## src/sv/cqap_pkg.sv

```systemverilog
// Shared types, constants and helpers of the command queue with argument parser.
package cqap_pkg;

  localparam int unsigned QueueDepth   = 4;
  localparam int unsigned MaxArgs      = 2;
  localparam int unsigned ArgBufferLen = 20;
  localparam int unsigned MaxResults   = 4;

  localparam int unsigned IdxW    = $clog2(QueueDepth);
  localparam int unsigned CntW    = $clog2(MaxArgs + 1);
  localparam int unsigned ArgIdxW = (MaxArgs > 1) ? $clog2(MaxArgs) : 1;
  localparam int unsigned CharW   = $clog2(ArgBufferLen);
  localparam int unsigned ResCntW = $clog2(MaxResults);

  localparam logic [7:0] EscChar   = 8'h1B;
  localparam logic [7:0] CommaChar = 8'h2C;
  localparam logic [7:0] NlChar    = 8'h0A;
  localparam logic [7:0] CrChar    = 8'h0D;
  localparam logic [7:0] SpaceChar = 8'h20;
  localparam logic [7:0] TabChar   = 8'h09;
  localparam logic [7:0] VtChar    = 8'h0B;
  localparam logic [7:0] FfChar    = 8'h0C;
  localparam logic [7:0] PlusChar  = 8'h2B;
  localparam logic [7:0] MinusChar = 8'h2D;
  localparam logic [7:0] ZeroChar  = 8'h30;
  localparam logic [7:0] NineChar  = 8'h39;

  typedef enum logic [1:0] {
    OpEnqueue = 2'd0,
    OpArgChar = 2'd1,
    OpRun     = 2'd2,
    OpUnused  = 2'd3
  } opcode_e;

  typedef enum logic [2:0] {
    KindDispatch = 3'd0,
    KindTaken    = 3'd1,
    KindIgnored  = 3'd2,
    KindEnqueued = 3'd3,
    KindTooMany  = 3'd4,
    KindFull     = 3'd5,
    KindRunDone  = 3'd6
  } kind_e;

  typedef struct packed {
    logic [1:0] opcode;
    logic [7:0] command_code;
    logic [7:0] handler_id;
    logic [7:0] arg_count;
    logic [7:0] arg_char;
  } in_t;

  typedef struct packed {
    kind_e              kind;
    logic [7:0]         out_command;
    logic [7:0]         out_handler;
    logic [1:0]         out_arg_count;
    logic signed [15:0] first_arg;
    logic signed [15:0] second_arg;
    logic               last;
  } out_t;

  typedef struct packed {
    logic  load;
    logic  emit;
    kind_e kind;
    logic  last;
    logic  dispatch;
    logic  enqueue;
    logic  char_step;
  } dp_cmd_t;

  typedef struct packed {
    logic [1:0] opcode;
    logic       too_many;
    logic       full;
    logic       empty;
    logic       char_ignored;
    logic       head_ready;
  } dp_status_t;

  function automatic logic [IdxW-1:0] ring_next(input logic [IdxW-1:0] idx);
    if (idx == IdxW'(QueueDepth - 1)) begin
      return '0;
    end
    return idx + 1'b1;
  endfunction

endpackage

```

## src/sv/cqap_datapath.sv

```systemverilog
// Datapath: entry storage, ring pointers, argument parser and result register.
module cqap_datapath (
  input  logic                 clk_i,
  input  logic                 rst_ni,
  input  cqap_pkg::in_t        item_i,
  input  cqap_pkg::dp_cmd_t    cmd_i,
  output cqap_pkg::dp_status_t status_o,
  output cqap_pkg::out_t       result_o,
  output logic                 result_valid_o
);

  typedef enum logic [1:0] {
    PhSkip    = 2'd0,
    PhNumber  = 2'd1,
    PhStopped = 2'd2
  } phase_e;

  cqap_pkg::in_t item_q;

  logic [cqap_pkg::IdxW-1:0] head_q, tail_q, fill_q;
  logic [cqap_pkg::CntW-1:0] fill_rcv_q, fill_exp_q;
  logic [cqap_pkg::CharW-1:0] chars_q;
  logic [15:0] value_q;
  phase_e      phase_q;
  logic        neg_q;

  cqap_pkg::out_t result_q;
  logic           valid_q;

  logic [7:0]                mem_cmd [cqap_pkg::QueueDepth];
  logic [7:0]                mem_hnd [cqap_pkg::QueueDepth];
  logic [cqap_pkg::CntW-1:0] mem_exp [cqap_pkg::QueueDepth];
  logic [cqap_pkg::CntW-1:0] mem_rcv [cqap_pkg::QueueDepth];
  logic [15:0]               mem_val [cqap_pkg::QueueDepth][cqap_pkg::MaxArgs];

  logic [7:0]                rd_cmd_q, rd_hnd_q;
  logic [cqap_pkg::CntW-1:0] rd_exp_q, rd_rcv_q;
  logic [15:0]               rd_val_q [cqap_pkg::MaxArgs];

  // Parser combinational step
  logic [7:0]  c;
  logic        is_term, is_space, is_sign, is_digit, limit_hit, finish;
  logic [15:0] value_mul, pv, arg_v;
  logic        pn;
  phase_e      pph;

  assign c         = item_q.arg_char;
  assign is_term   = (c == cqap_pkg::NlChar) || (c == cqap_pkg::CrChar) ||
                     (c == cqap_pkg::CommaChar) || (c == cqap_pkg::EscChar);
  assign is_space  = (c == cqap_pkg::SpaceChar) || (c == cqap_pkg::TabChar) ||
                     (c == cqap_pkg::VtChar) || (c == cqap_pkg::FfChar);
  assign is_sign   = (c == cqap_pkg::PlusChar) || (c == cqap_pkg::MinusChar);
  assign is_digit  = (c >= cqap_pkg::ZeroChar) && (c <= cqap_pkg::NineChar);
  assign value_mul = {value_q[12:0], 3'b000} + {value_q[14:0], 1'b0} + {12'd0, c[3:0]};

  always_comb begin
    pv  = value_q;
    pn  = neg_q;
    pph = phase_q;
    unique case (phase_q)
      PhSkip: begin
        if (is_space) begin
          pph = PhSkip;
        end else if (is_sign) begin
          pn  = (c == cqap_pkg::MinusChar);
          pph = PhNumber;
        end else if (is_digit) begin
          pv  = value_mul;
          pph = PhNumber;
        end else begin
          pph = PhStopped;
        end
      end
      PhNumber: begin
        if (is_digit) begin
          pv = value_mul;
        end else begin
          pph = PhStopped;
        end
      end
      default: begin
        pph = phase_q;
      end
    endcase
  end

  // Terminators close the argument as it stands; the length limit closes it after this char
  assign limit_hit = ({1'b0, chars_q} + (cqap_pkg::CharW + 1)'(2)) >=
                     (cqap_pkg::CharW + 1)'(cqap_pkg::ArgBufferLen);
  assign finish    = is_term || limit_hit;
  assign arg_v     = is_term ? (neg_q ? 16'd0 - value_q : value_q)
                             : (pn ? 16'd0 - pv : pv);

  assign status_o.opcode       = item_q.opcode;
  assign status_o.too_many     = item_q.arg_count > 8'(cqap_pkg::MaxArgs);
  assign status_o.full         = cqap_pkg::ring_next(tail_q) == head_q;
  assign status_o.empty        = head_q == tail_q;
  assign status_o.char_ignored = (head_q == tail_q) ||
                                 (fill_rcv_q >= cqap_pkg::CntW'(cqap_pkg::MaxArgs)) ||
                                 (fill_rcv_q >= fill_exp_q);
  assign status_o.head_ready   = (rd_rcv_q == rd_exp_q) && (rd_hnd_q != 8'd0);

  always_ff @(posedge clk_i) begin
    if (cmd_i.load) begin
      item_q <= item_i;
    end
  end

  // Entry storage: one write per cycle, head read registered
  always_ff @(posedge clk_i) begin
    if (cmd_i.enqueue) begin
      mem_cmd[tail_q] <= item_q.command_code;
      mem_hnd[tail_q] <= item_q.handler_id;
      mem_exp[tail_q] <= item_q.arg_count[cqap_pkg::CntW-1:0];
      mem_rcv[tail_q] <= '0;
    end else if (cmd_i.char_step && finish &&
                 (fill_rcv_q < cqap_pkg::CntW'(cqap_pkg::MaxArgs))) begin
      mem_val[fill_q][fill_rcv_q[cqap_pkg::ArgIdxW-1:0]] <= arg_v;
      mem_rcv[fill_q] <= fill_rcv_q + 1'b1;
    end
    rd_cmd_q <= mem_cmd[head_q];
    rd_hnd_q <= mem_hnd[head_q];
    rd_exp_q <= mem_exp[head_q];
    rd_rcv_q <= mem_rcv[head_q];
    rd_val_q <= mem_val[head_q];
  end

  always_ff @(posedge clk_i or negedge rst_ni) begin
    if (!rst_ni) begin
      head_q     <= '0;
      tail_q     <= '0;
      fill_q     <= '0;
      fill_rcv_q <= '0;
      fill_exp_q <= '0;
      chars_q    <= '0;
      value_q    <= '0;
      phase_q    <= PhSkip;
      neg_q      <= 1'b0;
      valid_q    <= 1'b0;
    end else begin
      valid_q <= cmd_i.emit;
      if (cmd_i.dispatch) begin
        head_q <= cqap_pkg::ring_next(head_q);
      end
      if (cmd_i.enqueue) begin
        fill_q     <= tail_q;
        tail_q     <= cqap_pkg::ring_next(tail_q);
        fill_rcv_q <= '0;
        fill_exp_q <= item_q.arg_count[cqap_pkg::CntW-1:0];
      end
      if (cmd_i.char_step) begin
        if (finish) begin
          if (fill_rcv_q < cqap_pkg::CntW'(cqap_pkg::MaxArgs)) begin
            fill_rcv_q <= fill_rcv_q + 1'b1;
          end
          chars_q <= '0;
          value_q <= '0;
          phase_q <= PhSkip;
          neg_q   <= 1'b0;
        end else begin
          chars_q <= chars_q + 1'b1;
          value_q <= pv;
          phase_q <= pph;
          neg_q   <= pn;
        end
      end
    end
  end

  always_ff @(posedge clk_i) begin
    if (cmd_i.emit) begin
      result_q.kind          <= cmd_i.kind;
      result_q.last          <= cmd_i.last;
      result_q.out_command   <= 8'd0;
      result_q.out_handler   <= 8'd0;
      result_q.out_arg_count <= 2'd0;
      result_q.first_arg     <= 16'sd0;
      result_q.second_arg    <= 16'sd0;
      case (cmd_i.kind) inside
        cqap_pkg::KindDispatch: begin
          result_q.out_command   <= rd_cmd_q;
          result_q.out_handler   <= rd_hnd_q;
          result_q.out_arg_count <= 2'(rd_exp_q);
          if ({1'b0, rd_exp_q} >= (cqap_pkg::CntW + 1)'(1)) begin
            result_q.first_arg <= rd_val_q[0];
          end
          if ((cqap_pkg::MaxArgs >= 2) &&
              ({1'b0, rd_exp_q} >= (cqap_pkg::CntW + 1)'(2))) begin
            result_q.second_arg <= rd_val_q[cqap_pkg::MaxArgs-1];
          end
        end
        cqap_pkg::KindEnqueued, cqap_pkg::KindTooMany, cqap_pkg::KindFull: begin
          result_q.out_command <= item_q.command_code;
        end
        default: begin
          result_q.out_command <= 8'd0;
        end
      endcase
    end
  end

  assign result_o       = result_q;
  assign result_valid_o = valid_q;

endmodule

```

## src/sv/cqap_ctrl.sv

```systemverilog
// Controller: sequences one item through decode, queue run and final status.
module cqap_ctrl (
  input  logic                 clk_i,
  input  logic                 rst_ni,
  input  logic                 start,
  output logic                 busy,
  input  cqap_pkg::dp_status_t status_i,
  output cqap_pkg::dp_cmd_t    cmd_o
);

  typedef enum logic [2:0] {
    StIdle,
    StExec,
    StRunRead,
    StRunCheck,
    StPost
  } state_e;

  state_e                       state_q, state_d;
  logic                         busy_q, busy_d;
  logic [cqap_pkg::ResCntW-1:0] nres_q, nres_d;

  always_comb begin
    state_d = state_q;
    busy_d  = busy_q;
    nres_d  = nres_q;
    cmd_o   = '0;
    cmd_o.kind = cqap_pkg::KindRunDone;
    unique case (state_q)
      StIdle: begin
        if (start) begin
          cmd_o.load = 1'b1;
          busy_d     = 1'b1;
          nres_d     = '0;
          state_d    = StExec;
        end
      end
      StExec: begin
        unique case (status_i.opcode)
          cqap_pkg::OpEnqueue: begin
            if (status_i.too_many) begin
              cmd_o.emit = 1'b1;
              cmd_o.kind = cqap_pkg::KindTooMany;
              cmd_o.last = 1'b1;
              busy_d     = 1'b0;
              state_d    = StIdle;
            end else if (status_i.full) begin
              state_d = StRunRead;
            end else begin
              state_d = StPost;
            end
          end
          cqap_pkg::OpArgChar: begin
            cmd_o.emit      = 1'b1;
            cmd_o.last      = 1'b1;
            cmd_o.kind      = status_i.char_ignored ? cqap_pkg::KindIgnored
                                                    : cqap_pkg::KindTaken;
            cmd_o.char_step = !status_i.char_ignored;
            busy_d          = 1'b0;
            state_d         = StIdle;
          end
          cqap_pkg::OpRun: begin
            state_d = StRunRead;
          end
          default: begin
            busy_d  = 1'b0;
            state_d = StIdle;
          end
        endcase
      end
      // Wait here after each head move so that the registered head read follows the new head
      StRunRead: begin
        state_d = StRunCheck;
      end
      StRunCheck: begin
        if (!status_i.empty && status_i.head_ready &&
            (nres_q != cqap_pkg::ResCntW'(cqap_pkg::MaxResults - 1))) begin
          cmd_o.emit     = 1'b1;
          cmd_o.kind     = cqap_pkg::KindDispatch;
          cmd_o.dispatch = 1'b1;
          nres_d         = nres_q + 1'b1;
          state_d        = StRunRead;
        end else begin
          state_d = StPost;
        end
      end
      StPost: begin
        cmd_o.emit = 1'b1;
        cmd_o.last = 1'b1;
        if (status_i.opcode == cqap_pkg::OpRun) begin
          cmd_o.kind = cqap_pkg::KindRunDone;
        end else if (status_i.full) begin
          cmd_o.kind = cqap_pkg::KindFull;
        end else begin
          cmd_o.kind    = cqap_pkg::KindEnqueued;
          cmd_o.enqueue = 1'b1;
        end
        busy_d  = 1'b0;
        state_d = StIdle;
      end
      default: begin
        busy_d  = 1'b0;
        state_d = StIdle;
      end
    endcase
  end

  always_ff @(posedge clk_i or negedge rst_ni) begin
    if (!rst_ni) begin
      state_q <= StIdle;
      busy_q  <= 1'b0;
      nres_q  <= '0;
    end else begin
      state_q <= state_d;
      busy_q  <= busy_d;
      nres_q  <= nres_d;
    end
  end

  assign busy = busy_q;

endmodule

```

## src/sv/command_queue_with_arg_parser_top.sv

```systemverilog
// Top level of the command queue with argument parser: controller plus datapath.
// An argument char or an enqueue with too many arguments is answered as busy drops.
// An enqueue with room answers from the post state; a run passes through the read and
// check states once per dispatched word (registered head read), then the post state.
// Results are single-cycle strobes and cannot be stalled; busy alone paces the sender.
// Reset (rst_ni low, asynchronous) empties the ring and clears the parser; no clearing pass.
module command_queue_with_arg_parser_top (
  input  logic           clk_i,
  input  logic           rst_ni,
  input  logic           start,
  output logic           busy,
  input  cqap_pkg::in_t  item_i,
  output logic           result_valid_o,
  output cqap_pkg::out_t result_o
);

  cqap_pkg::dp_cmd_t    dp_cmd;
  cqap_pkg::dp_status_t dp_status;

  cqap_ctrl u_ctrl (
    .clk_i    (clk_i),
    .rst_ni   (rst_ni),
    .start    (start),
    .busy     (busy),
    .status_i (dp_status),
    .cmd_o    (dp_cmd)
  );

  cqap_datapath u_datapath (
    .clk_i          (clk_i),
    .rst_ni         (rst_ni),
    .item_i         (item_i),
    .cmd_i          (dp_cmd),
    .status_o       (dp_status),
    .result_o       (result_o),
    .result_valid_o (result_valid_o)
  );

endmodule
```

## config.mk

```make
export PLATFORM = sky130hd
export DESIGN_NAME = command_queue_with_arg_parser_top
export DESIGN_NICKNAME = d
export VERILOG_FILES = /design/src/sv/cqap_pkg.sv /design/src/sv/cqap_datapath.sv /design/src/sv/cqap_ctrl.sv /design/src/sv/command_queue_with_arg_parser_top.sv
export SDC_FILE = /design/constraint.sdc
export NUM_CORES = 1
export LEC_CHECK = 0
export ABC_CLOCK_PERIOD_IN_PS = 3590
export BUFFER_PORTS_ARGS = -buffer_cell sky130_fd_sc_hd__clkbuf_2
export CAP_MARGIN = 25
export CELL_PAD_IN_SITES_DETAIL_PLACEMENT = 0
export CELL_PAD_IN_SITES_GLOBAL_PLACEMENT = 1
export CORE_ASPECT_RATIO = 1.1
export CORE_MARGIN = 1.5
export CORE_UTILIZATION = 47
export CTS_BUF_LIST = sky130_fd_sc_hd__clkbuf_16
export DETAILED_ROUTE_END_ITERATION = 10
export GPL_ROUTABILITY_DRIVEN = 0
export GPL_TIMING_DRIVEN = 0
export PLACE_DENSITY = 0.78
export SLEW_MARGIN = 20
export SYNTH_ARGS = -nofsm -noshare
export SYNTH_HDL_FRONTEND = slang
export SYNTH_SLANG_ARGS = --single-unit
```

## constraint.sdc

```tcl
create_clock -name clk_i -period 3.59 [get_ports clk_i]
set_input_delay 0.1795 -clock clk_i [delete_from_list [all_inputs] [get_ports clk_i]]
set_output_delay 0.1795 -clock clk_i [all_outputs]
set_load 0.005 [all_outputs]
```

Word-level counts from Yosys, hierarchy flattened

Memories as Yosys holds them, arrays and structs flattened. A register that Yosys moved wholly into a read port is not among the register bits.
Cells that the tools add are included.

Word-level logic and storage cells: 193
Output and inout port bits: 56
Memories: 5
Input bits: 37
Bits in registers: 129
RAM bits: 208

Memory list:

| name               | depth | bits a word | read ports | clocked after memory_dff | wr ports | RTL line            | source |
|---|---|---|---|---|---|---|---|
| u_datapath.mem_val | 4     | 32          | 1          | 1                        | 1        | cqap_datapath.sv:34 | `logic [15:0] mem_val [cqap_pkg::QueueDepth][cqap_pkg::MaxArgs];` |
| u_datapath.mem_cmd | 4     | 8           | 1          | 1                        | 1        | cqap_datapath.sv:30 | `logic [7:0] mem_cmd [cqap_pkg::QueueDepth];` |
| u_datapath.mem_hnd | 4     | 8           | 1          | 1                        | 1        | cqap_datapath.sv:31 | `logic [7:0] mem_hnd [cqap_pkg::QueueDepth];` |
| u_datapath.mem_exp | 4     | 2           | 1          | 1                        | 1        | cqap_datapath.sv:32 | `logic [cqap_pkg::CntW-1:0] mem_exp [cqap_pkg::QueueDepth];` |
| u_datapath.mem_rcv | 4     | 2           | 1          | 1                        | 1        | cqap_datapath.sv:33 | `logic [cqap_pkg::CntW-1:0] mem_rcv [cqap_pkg::QueueDepth];` |

Mux-type cells: 75
Magnitude comparators: 11
Bitwise logic cells: 2
Add/sub/neg operators: 10
Equality and inequality tests: 31
Reductions and logical operators: 34

Operator list:

| cell                  | count |
|---|---|
| $mux 16               | 8 |
| $eq 8x4->1 const B    | 5 |
| $mux 2                | 19 |
| $eq 8x6->1 const B    | 4 |
| $mux 32               | 1 |
| $pmux 16 s2           | 1 |
| $sub 1x16->16 const A | 2 |
| $mux 1                | 25 |
| $mux 3                | 6 |
| $add 16x16->16        | 1 |
| $add 16x4->16         | 1 |
| $demux 16 s1          | 1 |
| $mux 8                | 2 |
| $pmux 3 s4            | 1 |
| $pmux 4 s3            | 1 |
| $logic_or 1x1->1      | 10 |
| $mux 5                | 2 |
| $pmux 5 s2            | 1 |
| $eq 3x2->1 const B    | 3 |
| $eq 3x3->1 const B    | 3 |
| $add 2x1->2 const B   | 4 |
| $eq 8x5->1 const B    | 1 |
| $ge 8x6->1 const B    | 1 |
| $gt 8x2->1 const B    | 1 |
| 35 further kinds      | 59 |

Depth between registers and ports, before layout

Gate-level depths: netlist of run 1.

Depth in word-level cells: 13
Gate-level depth with buffers: 13

Hierarchy

From an unflattened synthesis of run 1, not the netlist that was laid out.

Cells, all modules: 999
Area, all modules: 15741.3 um2

By module, submodules not included:

| module        | instances | cells each | seq. area each (um2) | area an instance (um2) |
|---|---|---|---|---|
| cqap_datapath | 1         | 943        | 10805.4              | 15262.1 |
| cqap_ctrl     | 1         | 56         | 150.1                | 479.2 |

Worst setup path before layout of run 1

No wires, ideal clock.

Path type: register -> register
From: reg u_datapath.item_q (netlist bit u_datapath.c[2])
To: mem u_datapath.mem_val[2][16] (netlist name), enable pin
Cell stages (with the launch flop): 11
Clock period less this slack: 3.804 ns
Arrival: 3.391 ns
Path buffers: 2
Slack: -0.214 ns
Library setup time: 0.413 ns
Cells stage by stage: edfxtp_1 > clkbuf_1 > or3b_2 > a21oi_1 > a31oi_1 > o22ai_1 > buf_2 > a21oi_1 > nor2_1 > nand2_1 > nor3b_1

Cells in the longest elaborated chain, start to end: 10

Ends and longest elaborated chain:

| what                                | RTL line             | source |
|---|---|---|
| start: declaration                  | cqap_datapath.sv:18  | `cqap_pkg::in_t item_q;` |
| start signal: assignment            | cqap_datapath.sv:105 | `item_q <= item_i;` |
| $eq 8x4->1                          | cqap_datapath.sv:48  | `assign is_term = (c == cqap_pkg::NlChar) \|\| (c == cqap_pkg::CrChar) \|\|` |
| $logic_or 1x1->1 (2 in series)      | cqap_datapath.sv:48  |  |
| $logic_or 1x1->1 (*)                | cqap_datapath.sv:49  | `(c == cqap_pkg::CommaChar) \|\| (c == cqap_pkg::EscChar);` |
| $logic_or 1x1->1 (*)                | cqap_datapath.sv:90  | `assign finish = is_term \|\| limit_hit;` |
| $logic_and 1x1->1 (*) (2 in series) | cqap_datapath.sv:116 | `end else if (cmd_i.char_step && finish &&` |
| $mux 1 (*)                          | cqap_datapath.sv:116 |  |
| $mux 1 (*)                          | cqap_datapath.sv:111 | `if (cmd_i.enqueue) begin` |
| $mux 32 (not written as such) (*)   | cqap_datapath.sv:118 | `mem_val[fill_q][fill_rcv_q[cqap_pkg::ArgIdxW-1:0]] <= arg_v;` |
| end: declaration                    | cqap_datapath.sv:34  |  |

Every way passes the cells marked *; elsewhere a longest branch is shown, timed or not.

Final worst setup path of run 1

From: reg u_datapath.item_q (netlist bit u_datapath.c[3])
To: mem u_datapath.mem_val[1][14] (netlist name) (data pin)

Cells in the longest elaborated chain, start to end: 9

Ends and longest elaborated chain:

| what                                                  | RTL line            | source |
|---|---|---|
| branches (longest 8 deep; another with $add 16x4->16) | n/a                 |  |
| $mux 16 (*)                                           | cqap_datapath.sv:91 | `assign arg_v = is_term ? (neg_q ? 16'd0 - value_q : value_q)` |
| named net u_datapath.arg_v[14]                        | cqap_datapath.sv:43 | `logic [15:0] value_mul, pv, arg_v;` |

Mark *: on every way through the listed nets, which the timed path passes.

==> impl_summary.md, run 1 <==
Clock network
The clock passes through at most 3 buffers. The tree is rooted in a clkbuf_16. In this run, CTS created clock tree buffers numbering 39. Clock latency on the worst-skew pair, taken at its later pin, is 540 ps. After clock tree synthesis, the clock-pin slew on the worst setup and hold paths is 60 ps. The TritonCTS clock tree is yes. The H-tree was split into 2 levels. The clock drives 389 sinks.

Layout
The share of the core filled with cells is 0.586. Registers take 11000 µm². The library cells used most frequently in the layout, excluding fill and tap cells, are edfxtp_1, clkbuf_2, nand2_1.

The final-stage net count is 1297. After filler insertion, the fill cell instance count of the layout stands at 2533. The layout cell share with drive strength beyond 1 is 0.283.

After routing the design area is 19400 µm². The area growth from synthesis to final layout is 23.0%. The most frequent standard cell in the layout excluding fill and tap cells is edfxtp_1. The antenna diode count is 0. The multi-input combinational cell area is 4950 µm².

Timing
Of the available clock period, the critical path in the final layout requires 0.998. The final critical path time including I/O delays and setup is 3580 ps. Across all setup checks in the final design, the least slack found is 5.51 ps. Measured against its own limit, the worst slew margin works out to 0.417. Setup repair after global routing could not meet its margin everywhere. The transition time at the pin with the least slew margin is 874 ps.

The post-route worst hold slack is 222 ps. The final count of negative-setup-slack endpoints is 0. Between clock sinks in the finished design, the worst skew comes to 17.0 ps. Based on the critical path, the design can be clocked at up to 279 MHz. The number of slew-limit violations in the final report was 0. The hold violation count in the final report is 0.

Yosys
The share of synthesized area in the top cell type comes to 0.564. In this run the cell area of the synthesized design comes to 15800 µm². Counting every instance in the synthesized netlist gives 998. The netlist uses 71 different library cells. The share of the Yosys chip area taken by registers is 0.695.

The largest total area in the synthesized netlist belongs to edfxtp_1. The fraction of registers with async set or reset after synthesis is 0.105. The post-synthesis net count is 1077.

The most used flip-flop cell after synthesis is edfxtp_1. The number of register bits inferred by synthesis is 389. The number of warnings issued by yosys is 0. Yosys attributes the largest share of cell area to edfxtp_1, mux4_2, dfxtp_1. A synthesized cell averages 15.8 µm².

Yosys mapped a number of flops with a built-in enable equal to 296.

Worst setup path
The standard cell with the maximum stage delay on the critical path is fa_1. The most used cell along the critical path is inv_2. Along the worst path, the maximum fanout reaches 8. STA classifies the critical path startpoint as a flop.

Data on the critical path is required at its endpoint by 3830 ps. The worst setup path is captured at a flop. The setup path with the least slack is of type flop to flop. The largest single stage delay on the critical path is 500 ps.

At the worst endpoint, the arrival time is 3830 ps. The signal on the critical path passes through inv_2, fa_1, inv_2, fa_2, a21o_1, a211oi_2, o31ai_4, nor4_4, o311a_1, a41oi_1, xor2_1, o21ai_4.

Global routing
The total global routing track utilization is 0.196. The number of global-route vias before repair came to 9323. Entering global routing, the biggest net connects 42 pins.

The initial antenna violation count was 0. After global routing the overflow that remains totals 0. The wire length of the first global-routing pass is 51.6 mm.

Floorplanning
Pin placement for this block handled 93 I/O pins. The floorplan die width is 178 µm. For this configuration, the core starts out at a cell density of 0.476. From bottom edge to top edge, the die measures 195 µm. The core area is 33100 µm². The full die area is 34700 µm². The cell row count is 70.

Route
The via density per instance is 5.42. For this run, the detailed router's first-pass iteration total came to 5. Summing over every cut layer, the via total after detailed routing is 9111. The detail route stage leaves a number of antenna-violating nets equal to 0. The average routed wire per standard cell is 19.8 µm. For this block, the routed nets add up to 33.2 mm of wire.

In this run, the number of DRC markers left after iteration 0 of detailed routing was 647. After detailed routing, the number of remaining DRC violations is 0.

Power and ir drop
Summing internal, switching and leakage power gives 0.0131 W. VDD sags by at most 0.345 mV. The leakage power summed over all cells is 7.22 nW. Dividing total power by cell area gives a power density of 674 nW/µm².

Min path
The tightest min-delay check is of the primary input to async pin type.

Place
The count of buffers inserted at the top-level ports is 92. The wire-length estimate of the detail-placed layout is 21.8 mm. Summing all placed instances gives a cell area of 17100 µm².

Before CTS, the worst setup slack after placement is -1070 ps.

Flow run
The tool flagged a number of max-cap violations equal to 0.

Run status
The run finished with clean final reports.
==> critical path, delay by kind of cell, from the launching register on <==
| kind | cells | cell delay, ps |
|---|---|---|
| AOI/OAI and AO/OA | 6 | 1090 |
| adders and majority gates | 2 | 930 |
| and+or+nand+nor | 1 | 440 |
| DFF | 1 | 430 |
| xor gates and xnor gates | 1 | 270 |
| buffers and inverters | 2 | 130 |
==> metal layers <==
| layer | vias up | GRT usage | part of all wire |
|---|---|---|---|
| li1 | 4271 | - | - |
| met2 | 246 | 0.341 | 0.51 |
| met5 | - | 0 | 0 |
| met3 | 61 | 0.0278 | 0.047 |
| met4 | 0 | 0.0601 | 0.025 |
| met1 | 4533 | 0.254 | 0.41 |
==> cells in the mapped netlist (all sizes together), types with 13 or more instances <==
master / number
edfxtp: 296
nand2: 70
dfxtp: 52
mux4: 52
o21ai: 47
nor2: 45
dfrtp: 41
ha: 40
and2: 28
inv: 27
clkbuf: 26
a21oi: 23
xnor2: 23
and3: 18
o31ai: 16
a22o: 15
buf: 15
nor3: 14
xor2: 13
==> cell families (layout without fill, tap and decap cells) <==
group                      Yosys count  count (layout)  share of synthesized area
buffers and inverters               68             318                     0.0183
muxes                               66              66                     0.0836
AOI/OAI and AO/OA                  161             161                     0.0710
xor gates and xnor gates            36              36                     0.0200
DFF                                389             389                      0.695
and+or+nand+nor                    236             237                     0.0780
adders and majority gates           42              42                     0.0343
==> state kept, by name, summed over array words and instances (netlist names), 8 cells and up <==
| signal | cells |
|---|---|
| u_datapath.value_q | 16 |
| u_datapath.mem_cmd | 32 |
| u_datapath.mem_val | 128 |
| u_datapath.c | 8 |
| u_datapath.mem_exp | 8 |
| u_datapath.result_o | 54 |
| u_datapath.rd_hnd_q | 8 |
| u_datapath.mem_rcv | 8 |
| u_datapath.rd_cmd_q | 8 |
| u_datapath.mem_hnd | 32 |
| u_datapath.item_q | 24 |
| u_datapath.rd_val_q | 32 |
==> repair_timing <==
item,in CTS,in global routing
resized for setup,49,37
hold buffers,36,0
endpoints found under the hold margin,76,0
setup endpoints to repair,258,290
pin swaps,21,24
cloned,1,0
buffers inserted,18,22
==> worst paths after layout <==
check	startpoint	endpoint	slack, ps	depth (start not counted)
max	u_datapath.c[3]	u_datapath.mem_val[1][14]	6	12
min	rst_ni	u_datapath.result_valid_o	220	2
max reg2reg	u_datapath.c[3]	u_datapath.mem_val[1][14]	6	12
min reg2reg	u_datapath.rd_val_q[30]	u_datapath.result_o[31]	500	1
max in group asynchronous	rst_ni	u_datapath.value_q[2]	2870	2
min in group clk_i	item_i[24]	u_datapath.item_q[24]	360	2
==> power breakdown <==
group	leakage [nW]	internal [W]	switching (W)	total, W
combinational	2.82	0.00125	0.00153	0.00278
clock	0.660	0.00246	0.00166	0.00413
sequential	3.74	0.00583	0.000343	0.00617
total	7.22	0.00954	0.00354	0.0131
==> layout make-up <==
| type | count | area share |
|---|---|---|
| clock buffers | 40 | 0.0516 |
| plain buffers | 40 | 0.0100 |
| well taps | 432 | 0.0279 |
| multi-input cells | 542 | 0.255 |
| clock inverters | 32 | 0.0163 |
| repair buffers | 179 | 0.0689 |
| inverters | 27 | 0.00535 |
| flip-flops and latches | 389 | 0.565 |
==> metrics by stage <==
step	cells	setup TNS, ps
2_1_floorplan	998	0
3_3_place_gp	1522	-214500
3_5_place_dp	1535	-68770
4_1_cts	1662	-605
5_1_grt	1681	-2850
6_report	1681	0
Note: power is estimated with default switching activity, not from simulation.
==> run 2: changes to the inputs <==
Settings changed: BUFFER_PORTS_ARGS -buffer_cell sky130_fd_sc_hd__clkbuf_2 to unset, CORE_UTILIZATION 47 to 49, CTS_CLUSTER_SIZE set to 12, DONT_BUFFER_PORTS set to 1, SETUP_SLACK_MARGIN set to 0.5.
==> run 2 against run 1 <==
Cell count down 5.1%. Via count down 1.8%. Count of clock-buffer cells in the layout unchanged. Sequential share of layout area is 0.51 points higher. Fmax up 1.0%. Wire length is 0.75% higher. Total power shrank 3.2%. Register-to-register slack improved by 40 ps. Clock skew rose by 6.4 ps. Flip-flop and latch count stayed put. Largest cell class unchanged. Highest routed layer unchanged.
==> impl_summary.md, run 2 (synthesis results as in run 1) <==
Global routing
The total global routing track utilization is 0.206 (+0.0103). The largest net degree at the start of global routing was 42 (unchanged). The final global-route overflow total is 0 (unchanged). The number of global-route vias before repair is 9273 (-0.54%).

The initial antenna violation count is 0 (unchanged). The wire length of the first global-routing pass is 52.6 mm (+1.8%).

Timing
The fmax is 282 MHz (+1.0%). The final worst-path cycle share is 0.989 (-0.00985). The post-route clock skew is 23.5 ps (+6.45 ps). The hold violation count in the final report is 0 (unchanged). The normalized max-slew margin is 0.353 (-0.0646). The slack of the critical path came to 40.9 ps (+35.4 ps). The final count of negative-setup-slack endpoints is 0 (unchanged). The final critical path time including I/O delays and setup came to 3550 ps (-35.4 ps). Setup repair after global routing could not meet its margin everywhere.

The transition time at the pin with the least slew margin was 971 ps (+96.8 ps). The number of slew-limit violations in the final report is 0 (unchanged).

Layout
Leaving out fill and tap cells, the most frequent cells in the layout are edfxtp_1, nand2_1, mux4_2, dfxtp_1, inv_1. The most frequent standard cell in the layout excluding fill and tap cells is edfxtp_1. The layout cell share with drive strength beyond 1 is 0.248 (-0.0350). The flip-flop count of the largest register, all copies and words added was 128 (unchanged).

The final-stage net count is 1223 (-5.7%). The antenna diode count is 0 (unchanged). The area growth from synthesis to final layout is 22.0%.

Worst setup path
The capturing element type of the critical path is a flop. The standard cell with the maximum stage delay on the critical path is fa_1. The type of the worst setup path is flop to flop.

Walking the worst path, the cells encountered are inv_4, fa_1, inv_2, fa_2, a211oi_4, nor2_2, o211ai_1, nor2_1, a41o_1, buf_4, a41oi_2, xor2_1, o21ai_2, buf_6. The worst-path maximum fanout is 8 (unchanged). The critical path required time is 3860 ps (+30 ps). The signal arrival time at the worst endpoint was 3820 ps (about the same). The startpoint type of the worst setup path is a flop. The stage delay of the slowest cell on the critical path is 540 ps (+40 ps).

Power and ir drop
The total design power is 0.0127 W (-3.2%). The worst vdd rail ir drop is 0.336 mV (-2.6%). The power density normalized to cell area is 658 nW/µm² (-2.3%). The leakage power summed over all cells is 6.99 nW (-3.2%).

Clock network
The total clock buffers created by CTS is 40 (+2.6%). The TritonCTS clock tree is yes. The worst-skew pair later-pin latency is 540 ps (about the same). The clock root buffer master is clkbuf_16. The number of sinks on the clock net is 389 (unchanged). The deepest clock path buffer count is 3 (unchanged).

The clock-pin slew of the registers on the worst-case setup and hold paths is 60 ps (about the same). The total number of H-tree levels was 2 (unchanged).

Route
The overall via count from detail_route is 8947 (-1.8%). The via density per instance is 5.61 (+3.5%). The remaining number of nets flagged by the antenna check after routing is 0 (unchanged). The final wirelength is 33.5 mm (+0.75%).

The average routed wire per standard cell is 21.0 µm (+6.2%). The number of DRC violations after detailed routing is 0 (unchanged). The first-iteration detailed-routing DRC count is 789 (+22%). The number of detailed-routing iterations run before antenna repair is 6 (+1).

Place
The worst-case setup slack after placement was -275 ps (+799 ps). The count of buffers inserted at the top-level ports is 0 (-100%). The half-perimeter wire length after detailed placement is 20.8 mm (-4.5%).

Floorplanning
The cell row count is 68 (-2.9%). The I/O pin count is 93 (unchanged). The vertical extent of the die is 191 µm (-2.0%). The core area is 31600 µm² (-4.7%). The initial standard-cell utilization of the core is 0.500 (+0.0233). The full die area is 33300 µm² (-4.0%). The floorplan die width is 174 µm (-2.0%).

Run status
The run finished with clean final reports.

Min path
The worst min-delay path category is primary input to flop.

Flow run
The total of max-cap violations came to 0 (unchanged).
-- run 2: cell count changes in the layout (fill, tap and decap cells not counted), moves of 6 or more --
| cell | delta |
|---|---|
| clkbuf_2 | -86 |
| inv_1 | +19 |
| buf_6 | +10 |
| buf_8 | -10 |
| buf_12 | +8 |
| clkinv_1 | -7 |
| clkinv_2 | -6 |
-- run 2: final cells by class --
class,instances,area [µm²]
Buffer,41,218
Clock buffer,40,1000
Clock inverter,33,221
Inverter,27,104
Fill cell,2306,12300
Timing Repair Buffer,100,1050
Sequential cell,389,11000
Multi-Input combinational cell,545,5150
Tap cell,420,526
-- run 2: layer usage --
| metal | up-vias | GRT usage | wire length, µm |
|---|---|---|---|
| li1 | 4135 | - | - |
| met1 | 4524 | 0.271 | 14000 |
| met2 | 242 | 0.364 | 17200 |
| met3 | 46 | 0.0282 | 1530 |
| met4 | 0 | 0.0527 | 697 |
| met5 | - | 0 | 0 |
-- run 2: power breakdown --
part           switching (W)  total, W  internal, W
Combinational        0.00147   0.00259      0.00111
Clock                0.00167   0.00384      0.00217
Sequential          0.000400   0.00624      0.00584
-- run 2: path summary, 6_finish.rpt --
path | start | slack [ps] | cells after the start | end
min | start | 130 | 4 | u_ctrl.nres_q[0]
max | u_datapath.value_q[2] | 40 | 14 | u_datapath.mem_val[2][30]
min reg2reg | u_ctrl.nres_q[0] | 500 | 1 | u_ctrl.nres_q[0]
max reg2reg | u_datapath.value_q[2] | 40 | 14 | u_datapath.mem_val[2][30]
max in group asynchronous | rst_ni | 3190 | 2 | u_datapath.value_q[2]
min in group asynchronous | rst_ni | 150 | 2 | u_datapath.head_q[0]
-- run 2: through the flow --
| step | utilization | area, µm² | hold slack (ps) | cells | setup TNS (ps) |
|---|---|---|---|---|---|
| after floorplan | - | 16000 | -116 | 998 | 0 |
| after global placement | 0.524 | 16500 | -113 | 1418 | -90550 |
| after detailed placement | 0.527 | 16600 | -113 | 1423 | -35050 |
| after CTS | 0.597 | 18900 | 112 | 1573 | 0 |
| after global routing | 0.609 | 19200 | 156 | 1595 | -2920 |
| final | 0.609 | 19200 | 131 | 1595 | 0 |
-- run 2: repair_timing --
item,in CTS,in global routing
endpoints found under the hold margin,76,0
resized for setup,43,59
endpoints found under the setup margin,395,427
hold buffers,37,0
setup buffers,36,21
pin swaps,31,29
cloned,4,0
-- run 2: critical path: cells and delay by family (launching register included) --
| family | cells | cell delay, ps |
|---|---|---|
| compound gates | 5 | 1140 |
| fa+ha+maj | 2 | 910 |
| flops | 1 | 390 |
| buf+inv | 4 | 390 |
| simple gates | 2 | 230 |
| xor+xnor | 1 | 200 |
